[src/rtl/csra_pkg.sv]
`timescale 1ns / 1ps

package csra_pkg;

	localparam int MAX_MESSAGE_BYTES_DEF = 1024;
	localparam int HEADER_BYTES          = 3;
	localparam logic [8:0] COUNT_MAX     = 9'd511;

	localparam logic [7:0] FIRST_MASK_RST = 8'd1;
	localparam logic [7:0] LAST_MASK_RST  = 8'd2;
	localparam logic [7:0] ABORT_MASK_RST = 8'd4;

	typedef enum logic [1:0] {
		CFG_FIRST_MASK = 2'd0,
		CFG_LAST_MASK  = 2'd1,
		CFG_ABORT_MASK = 2'd2,
		CFG_UNUSED     = 2'd3
	} cfg_idx_t;

	typedef enum logic [1:0] {
		FN_WRITE = 2'd0,
		FN_READ  = 2'd1,
		FN_ABORT = 2'd2,
		FN_NONE  = 2'd3
	} func_t;

	typedef enum logic [1:0] {
		LS_IDLE      = 2'd0,
		LS_RECEIVING = 2'd1,
		LS_APPLIED   = 2'd2,
		LS_ERROR     = 2'd3
	} link_t;

	typedef enum logic [2:0] {
		EC_OK        = 3'd0,
		EC_BAD_FRAME = 3'd1,
		EC_SEQ_GAP   = 3'd2,
		EC_NO_FIRST  = 3'd3,
		EC_TOO_LONG  = 3'd4
	} err_t;

	typedef enum logic [1:0] {
		ATT_OK       = 2'd0,
		ATT_BAD_LEN  = 2'd1,
		ATT_UNLIKELY = 2'd2,
		ATT_NO_RES   = 2'd3
	} att_t;

	typedef struct packed {
		logic        has_result;
		att_t        att;
		link_t       link;
		err_t        code;
		logic        commit;
		logic [10:0] msg_len;
		logic [7:0]  fill_cnt;
		logic        rd_sel;
	} res_t;

endpackage

[src/rtl/csra_ctrl.sv]
`timescale 1ns / 1ps

module csra_ctrl #(
	parameter int MAX_BYTES = csra_pkg::MAX_MESSAGE_BYTES_DEF,
	localparam int AW       = $clog2(MAX_BYTES),
	localparam int LEN_W    = $clog2(MAX_BYTES + 1)
) (
	input  logic                clk,
	input  logic                arst_n,
	input  logic                cfg_we,
	input  logic [1:0]          cfg_index,
	input  logic [7:0]          cfg_wdata,
	input  logic                fire,
	input  csra_pkg::func_t     func,
	input  logic [7:0]          data_byte,
	input  logic                end_of_write,
	input  logic [9:0]          read_index,
	output logic                mem_we,
	output logic [AW-1:0]       mem_waddr,
	output logic [7:0]          mem_wdata,
	output logic                mem_re,
	output logic [AW-1:0]       mem_raddr,
	output csra_pkg::res_t      res
);

	localparam int CMP_W = (LEN_W > 10) ? LEN_W : 10;

	logic [7:0]           first_mask_q, last_mask_q, abort_mask_q;
	logic [7:0]           hseq_q, hflags_q, hlen_q;
	logic [7:0]           hseq_n, hflags_n, hlen_n;
	logic [7:0]           exp_q, exp_n;
	logic [8:0]           wbc_q, wbc_n;
	logic [LEN_W-1:0]     fill_q, fill_n;
	logic [LEN_W-1:0]     comm_q, comm_n;
	csra_pkg::link_t      link_q, link_n;
	csra_pkg::err_t       code_q, code_n;

	logic [8:0]           offset;
	logic [LEN_W:0]       pos;
	logic                 pw_ok;
	logic [CMP_W-1:0]     ridx_x, comm_x;

	always_ff @(posedge clk or negedge arst_n) begin
		if (!arst_n) begin
			first_mask_q <= csra_pkg::FIRST_MASK_RST;
			last_mask_q  <= csra_pkg::LAST_MASK_RST;
			abort_mask_q <= csra_pkg::ABORT_MASK_RST;
		end else if (cfg_we) begin
			unique case (csra_pkg::cfg_idx_t'(cfg_index))
				csra_pkg::CFG_FIRST_MASK: first_mask_q <= cfg_wdata;
				csra_pkg::CFG_LAST_MASK:  last_mask_q  <= cfg_wdata;
				csra_pkg::CFG_ABORT_MASK: abort_mask_q <= cfg_wdata;
				default: ;
			endcase
		end
	end

	// payload bytes land in the store as they arrive
	assign offset = wbc_q - 9'(csra_pkg::HEADER_BYTES);
	always_comb begin
		logic pw_first, pw_abort, pw_cont;
		pw_first = (hflags_q & first_mask_q) != 8'd0;
		pw_abort = (hflags_q & abort_mask_q) != 8'd0;
		pw_cont  = (fill_q != '0) && (hseq_q == 8'(exp_q + 8'd1));
		pos      = (pw_first ? '0 : (LEN_W+1)'(fill_q)) + (LEN_W+1)'(offset);
		pw_ok    = !pw_abort && (offset < {1'b0, hlen_q}) && (pw_first || pw_cont)
			&& (pos < (LEN_W+1)'(MAX_BYTES));
	end

	assign mem_waddr = pos[AW-1:0];
	assign mem_wdata = data_byte;
	assign ridx_x    = CMP_W'(read_index);
	assign comm_x    = CMP_W'(comm_q);
	assign mem_raddr = ridx_x[AW-1:0];

	always_comb begin
		logic             f_first, f_last, f_abort, f_bad;
		logic [9:0]       total;
		logic [LEN_W:0]   grown;

		hseq_n   = hseq_q;
		hflags_n = hflags_q;
		hlen_n   = hlen_q;
		wbc_n    = wbc_q;
		fill_n   = fill_q;
		exp_n    = exp_q;
		comm_n   = comm_q;
		link_n   = link_q;
		code_n   = code_q;
		mem_we   = 1'b0;
		mem_re   = 1'b0;
		res.has_result = 1'b0;
		res.att        = csra_pkg::ATT_OK;
		res.commit     = 1'b0;
		res.rd_sel     = 1'b0;

		if (fire && func == csra_pkg::FN_WRITE) begin
			if (wbc_q == 9'd0) begin
				hseq_n = data_byte;
			end else if (wbc_q == 9'd1) begin
				hflags_n = data_byte;
			end else if (wbc_q == 9'd2) begin
				hlen_n = data_byte;
			end
		end
		f_first = (hflags_n & first_mask_q) != 8'd0;
		f_last  = (hflags_n & last_mask_q) != 8'd0;
		f_abort = (hflags_n & abort_mask_q) != 8'd0;
		total   = {1'b0, wbc_q} + 10'd1;
		f_bad   = (total < 10'(csra_pkg::HEADER_BYTES))
			|| (total != 10'(csra_pkg::HEADER_BYTES) + {2'b00, hlen_n});
		grown   = (f_first ? '0 : (LEN_W+1)'(fill_q)) + (LEN_W+1)'(hlen_n);

		if (fire) begin
			unique case (func)
				csra_pkg::FN_WRITE: begin
					if (wbc_q >= 9'(csra_pkg::HEADER_BYTES)) begin
						mem_we = pw_ok;
					end
					if (!end_of_write) begin
						wbc_n = (wbc_q == csra_pkg::COUNT_MAX) ? csra_pkg::COUNT_MAX
							: wbc_q + 9'd1;
					end else begin
						wbc_n = '0;
						res.has_result = 1'b1;
						if (f_bad) begin
							link_n  = csra_pkg::LS_ERROR;
							code_n  = csra_pkg::EC_BAD_FRAME;
							res.att = csra_pkg::ATT_BAD_LEN;
						end else if (f_abort) begin
							fill_n = '0;
							exp_n  = '0;
							link_n = csra_pkg::LS_IDLE;
							code_n = csra_pkg::EC_OK;
						end else if (!f_first && hseq_n != 8'(exp_q + 8'd1)) begin
							fill_n  = '0;
							exp_n   = '0;
							link_n  = csra_pkg::LS_ERROR;
							code_n  = csra_pkg::EC_SEQ_GAP;
							res.att = csra_pkg::ATT_UNLIKELY;
						end else if (!f_first && fill_q == '0) begin
							exp_n   = hseq_n;
							link_n  = csra_pkg::LS_ERROR;
							code_n  = csra_pkg::EC_NO_FIRST;
							res.att = csra_pkg::ATT_UNLIKELY;
						end else if (grown > (LEN_W+1)'(MAX_BYTES)) begin
							fill_n  = '0;
							exp_n   = '0;
							link_n  = csra_pkg::LS_ERROR;
							code_n  = csra_pkg::EC_TOO_LONG;
							res.att = csra_pkg::ATT_NO_RES;
						end else begin
							link_n = csra_pkg::LS_RECEIVING;
							code_n = csra_pkg::EC_OK;
							if (f_last) begin
								comm_n     = grown[LEN_W-1:0];
								fill_n     = '0;
								exp_n      = '0;
								res.commit = 1'b1;
							end else begin
								fill_n = grown[LEN_W-1:0];
								exp_n  = hseq_n;
							end
						end
					end
				end
				csra_pkg::FN_READ: begin
					mem_re         = 1'b1;
					res.has_result = 1'b1;
					res.rd_sel     = ridx_x < comm_x;
				end
				csra_pkg::FN_ABORT: begin
					fill_n = '0;
					exp_n  = '0;
					link_n = csra_pkg::LS_IDLE;
					code_n = csra_pkg::EC_OK;
					res.has_result = 1'b1;
				end
				default: ;
			endcase
		end

		res.msg_len  = 11'(comm_n);
		res.fill_cnt = fill_n[7:0];
		res.link     = link_n;
		res.code     = code_n;
	end

	always_ff @(posedge clk or negedge arst_n) begin
		if (!arst_n) begin
			hseq_q   <= '0;
			hflags_q <= '0;
			hlen_q   <= '0;
			wbc_q    <= '0;
			fill_q   <= '0;
			exp_q    <= '0;
			comm_q   <= '0;
			link_q   <= csra_pkg::LS_IDLE;
			code_q   <= csra_pkg::EC_OK;
		end else begin
			hseq_q   <= hseq_n;
			hflags_q <= hflags_n;
			hlen_q   <= hlen_n;
			wbc_q    <= wbc_n;
			fill_q   <= fill_n;
			exp_q    <= exp_n;
			comm_q   <= comm_n;
			link_q   <= link_n;
			code_q   <= code_n;
		end
	end

endmodule
[config.mk]
export PLATFORM = sky130hd
export DESIGN_NAME = csra_ctrl
export DESIGN_NICKNAME = d
export VERILOG_FILES = /design/src/rtl/csra_pkg.sv /design/src/rtl/csra_ctrl.sv
export SDC_FILE = /design/constraint.sdc
export NUM_CORES = 1
export LEC_CHECK = 0
export ABC_AREA = 1
export BUFFER_PORTS_ARGS = -buffer_cell sky130_fd_sc_hd__buf_2
export CORE_MARGIN = 3
export CORE_UTILIZATION = 35
export CTS_BUF_LIST = sky130_fd_sc_hd__clkbuf_2
export CTS_CLUSTER_SIZE = 8
export DETAILED_ROUTE_END_ITERATION = 8
export PLACE_DENSITY = 0.53
export SETUP_SLACK_MARGIN = 0.3
export SKIP_CTS_REPAIR_TIMING = 1
export SLEW_MARGIN = 10
export SYNTH_ARGS = -nofsm -noshare
export SYNTH_HDL_FRONTEND = slang
export SYNTH_SLANG_ARGS = --single-unit
[constraint.sdc]
create_clock -name clk -period 5.6 [get_ports clk]
set_clock_uncertainty 0.1 [all_clocks]
set_input_delay 0.56 -clock clk [delete_from_list [all_inputs] [get_ports clk]]
set_output_delay 0.56 -clock clk [all_outputs]
set_load 0.01 [all_outputs]
==> impl_metrics.py <==
metrics = {
    "run_status": {
        "status": "complete, but fails checks",
        "violations": "setup timing",
    },
    "cts": {
        "cts-root-buf": "clkbuf_2",
        "tritoncts.num_buffers": 9,
        "clk_latency_ns": 0.64,
        "clkSlewWorstSetupHoldPaths_ns": 0.27,
        "cts_sinks": 92,
        "cts_tree": "built",
        "cts_buffer_depth": 2,
        "h-tree-depth": 3,
    },
    "floorplan": {
        "core_area_um2": 19700,
        "die_y_um": 148,
        "die_w_um": 148,
        "start_util": 0.359,
        "pin_count": 94,
        "dieArea_um2": 21900,
        "rows": 51,
    },
    "sta": {
        "finalSetupViolations": 11,
        "max_freq_mhz": 177,
        "slew_headroom": 0.466,
        "setup_slack_ns": -0.0348,
        "rsz0062_at_grt": "true",
        "fin_hold_ws_ns": 0.0561,
        "finalHoldViolCount": 0,
        "finalCritPeriodShare": 1.01,
        "slew_viol_final": 0,
        "final.min_clock_period_ns": 5.63,
        "worst_pin_slew_ns": 0.799,
    },
    "worst_setup_path": {
        "cpMaxStageDelayCell": "dfrtp_2",
        "path_delay_family": "simple AND/OR/NAND/NOR gates",
        "cpMostUsedCell": "nand2_2",
        "critPathRequiredTime_ns": 4.94,
        "critPathMaxFanout": 8,
        "critPathLaunch": "wbc_q[0]",
        "rrSetupSlack_ns": 1.08,
        "endpoint_kind": "output port",
        "r2r_end": "comm_q[2]",
        "critPathArrivalTime_ns": 4.97,
        "crit_type": "reg2out",
        "cpPeakStageDelay_ns": 0.47,
        "worstSetupStartpointType": "flip-flop",
        "path_buf_inv": 6,
        "reg2reg_depth": 30,
        "reg2reg_from": "wbc_q[0]",
    },
    "route": {
        "wl_per_cell_um": 15.4,
        "drt-pass1-iter-count": 5,
        "routed_wl_mm": 21.0,
        "drc_errors": 0,
        "vias": 6576,
        "drtIter0Drc": 332,
        "avgViaCountPerCell": 4.83,
        "ant_nets": 0,
    },
    "power": {
        "finalPower_mw": 2.47,
        "vdd_ir_drop_max_v": 0.000146,
        "p_per_area_nw_per_um2": 287,
        "leakagePower_nw": 4.33,
    },
    "global_routing": {
        "grt_max_degree": 54,
        "grt_usage": 0.185,
        "grt_remaining_overflow": 0,
        "antenna_found_initial": 1,
        "grt_pass1_vias": 5852,
        "grt_first_pass_wirelength_mm": 32.0,
    },
    "yosys": {
        "synth_compound_area_frac": 0.129,
        "synthDistinctLibCells": 54,
        "yosys.area.top_type": "dfrtp_1",
        "synth_most_common_cell": "nand2_1",
        "ys_seq_elements": 92,
        "synth_area_leaders": "dfrtp_1 32%, nand2_1 13%, ha_1 8.0%",
        "synth_top_area_frac": 0.316,
        "postSynthAreaPerCell_um2": 7.22,
        "ys_warn_count": 0,
        "synth_common_cells": "250 x nand2_1, 134 x inv_1, 89 x dfrtp_1",
        "synth_top_family_by_area": "simple AND/OR/NAND/NOR gates",
        "async_reset_ff_frac": 1.00,
        "synth-simple-area-share": 0.308,
        "synth_cells": 977,
        "yosysSeqAreaShare": 0.327,
        "synth_mux_area_frac": 0,
        "synth_edf_count": 0,
        "synth_ff_type": "dfrtp_1",
        "synthesis.nets": 1059,
        "synth_area_um2": 7050,
        "synthAdderAreaFrac": 0.0855,
        "synthXorXnorAreaFrac": 0.0435,
    },
    "job": {
        "maxCapViolCount": 0,
    },
    "placement": {
        "routabilityCongestion": 0.907,
        "port_buffers": 93,
        "dpl.hpwl_mm": 16.4,
        "pre_cts_slack_ns": 0.230,
    },
    "hold_path": {
        "whs_path_depth": 3,
        "holdPathEnd": "abort_mask_q[2]",
        "worst_hold_startpoint": "cfg_wdata[2]",
        "hold_class": "in2reg",
    },
    "cells_and_area": {
        "final_nets": 1172,
        "drive_above_1_share": 0.262,
        "syn2layout_area_growth_pct": 22.2,
    },
}
power by group:
group	internal (mW)	leakage (nW)	total [mW]	switching, mW
logic	0.435	3.07	1.15	0.716
registers	0.776	1.16	0.867	0.0902
clock network	0.200	0.0986	0.455	0.255
cells in the final DEF (no fill, tap or decap), drive strengths merged, types with 2 or more instances in the layout:
cell type / instances
a22o: 7
and3: 2
inv: 138
o21ai: 97
or2: 4
a21o: 6
dfstp: 3
xor2: 32
nand3: 68
dfrtp: 89
and2: 6
nand2: 267
a21boi: 2
a21oi: 27
fa: 2
nor3: 10
bufinv: 3
nor4: 3
o22ai: 4
nor2: 86
clkinv: 4
xnor2: 3
dlygate4sd3: 2
buf: 130
nand4: 32
clkbuf: 12
ha: 45
through the flow:
stage	util	instances	setup TNS [ns]	cell area, µm²
floorplan	-	977	0	7050
global placement	0.395	1319	0	7760
detailed placement	0.395	1319	0	7760
CTS	0.403	1335	-9.43	7930
global route	0.439	1361	-7.08	8620
finish	0.439	1361	-0.199	8620
registers in the layout (all words and copies together) (netlist names):
signal / flops
comm_q: 11
fill_q: 11
wbc_q: 9
abort_mask_q: 8
exp_q: 8
first_mask_q: 8
hflags_q: 8
hlen_q: 8
hseq_q: 8
last_mask_q: 8
code_q: 3
link_q: 2
layer usage:
layer / part of all wire / vias to the layer above / global-route usage
li1: - / 3398 / -
met2: 0.43 / 166 / 0.277
met3: 0.046 / 36 / 0.0353
met1: 0.49 / 2976 / 0.270
met5: 0 / - / 0
met4: 0.029 / 0 / 0.0591
worst max-delay path by stage:
stage | end | slack [ns] | cells past startpoint
final | res[11] | -0.03 | 30
after global routing | res[9] | -0.41 | 31
after CTS | res[11] | -0.49 | 31
after detailed placement | res[11] | 0.23 | 30
after global placement | res[7] | 0.34 | 31
after floorplan | res[19] | 0.76 | 29
layout make-up:
class	count	area [µm²]
Antenna cell	1	2.50
Clock buffer	10	50.0
Clock inverter	6	119
Fill cell	2073	11000
Inverter	140	546
Multi-Input combinational cell	713	4360
Sequential cell	92	2310
Tap cell	265	332
Timing Repair Buffer	134	902
worst register-to-register path, delay by kind of cell, from the launching register on:
family                     cells  cell delay [ns]
AOI/OAI and AO/OA              2             0.31
xor gates and xnor gates       1             0.20
adders and majority gates      3             0.75
buffers and inverters          6             0.78
DFF                            1             0.47
and+or+nand+nor               18             1.85
kinds of logic after synthesis:
group / after synthesis
compound gates: 150
buf+inv: 174
flops: 92
fa+ha+maj: 47
simple gates: 479
xor+xnor: 35
Note: power is estimated with default switching activity, not from simulation.
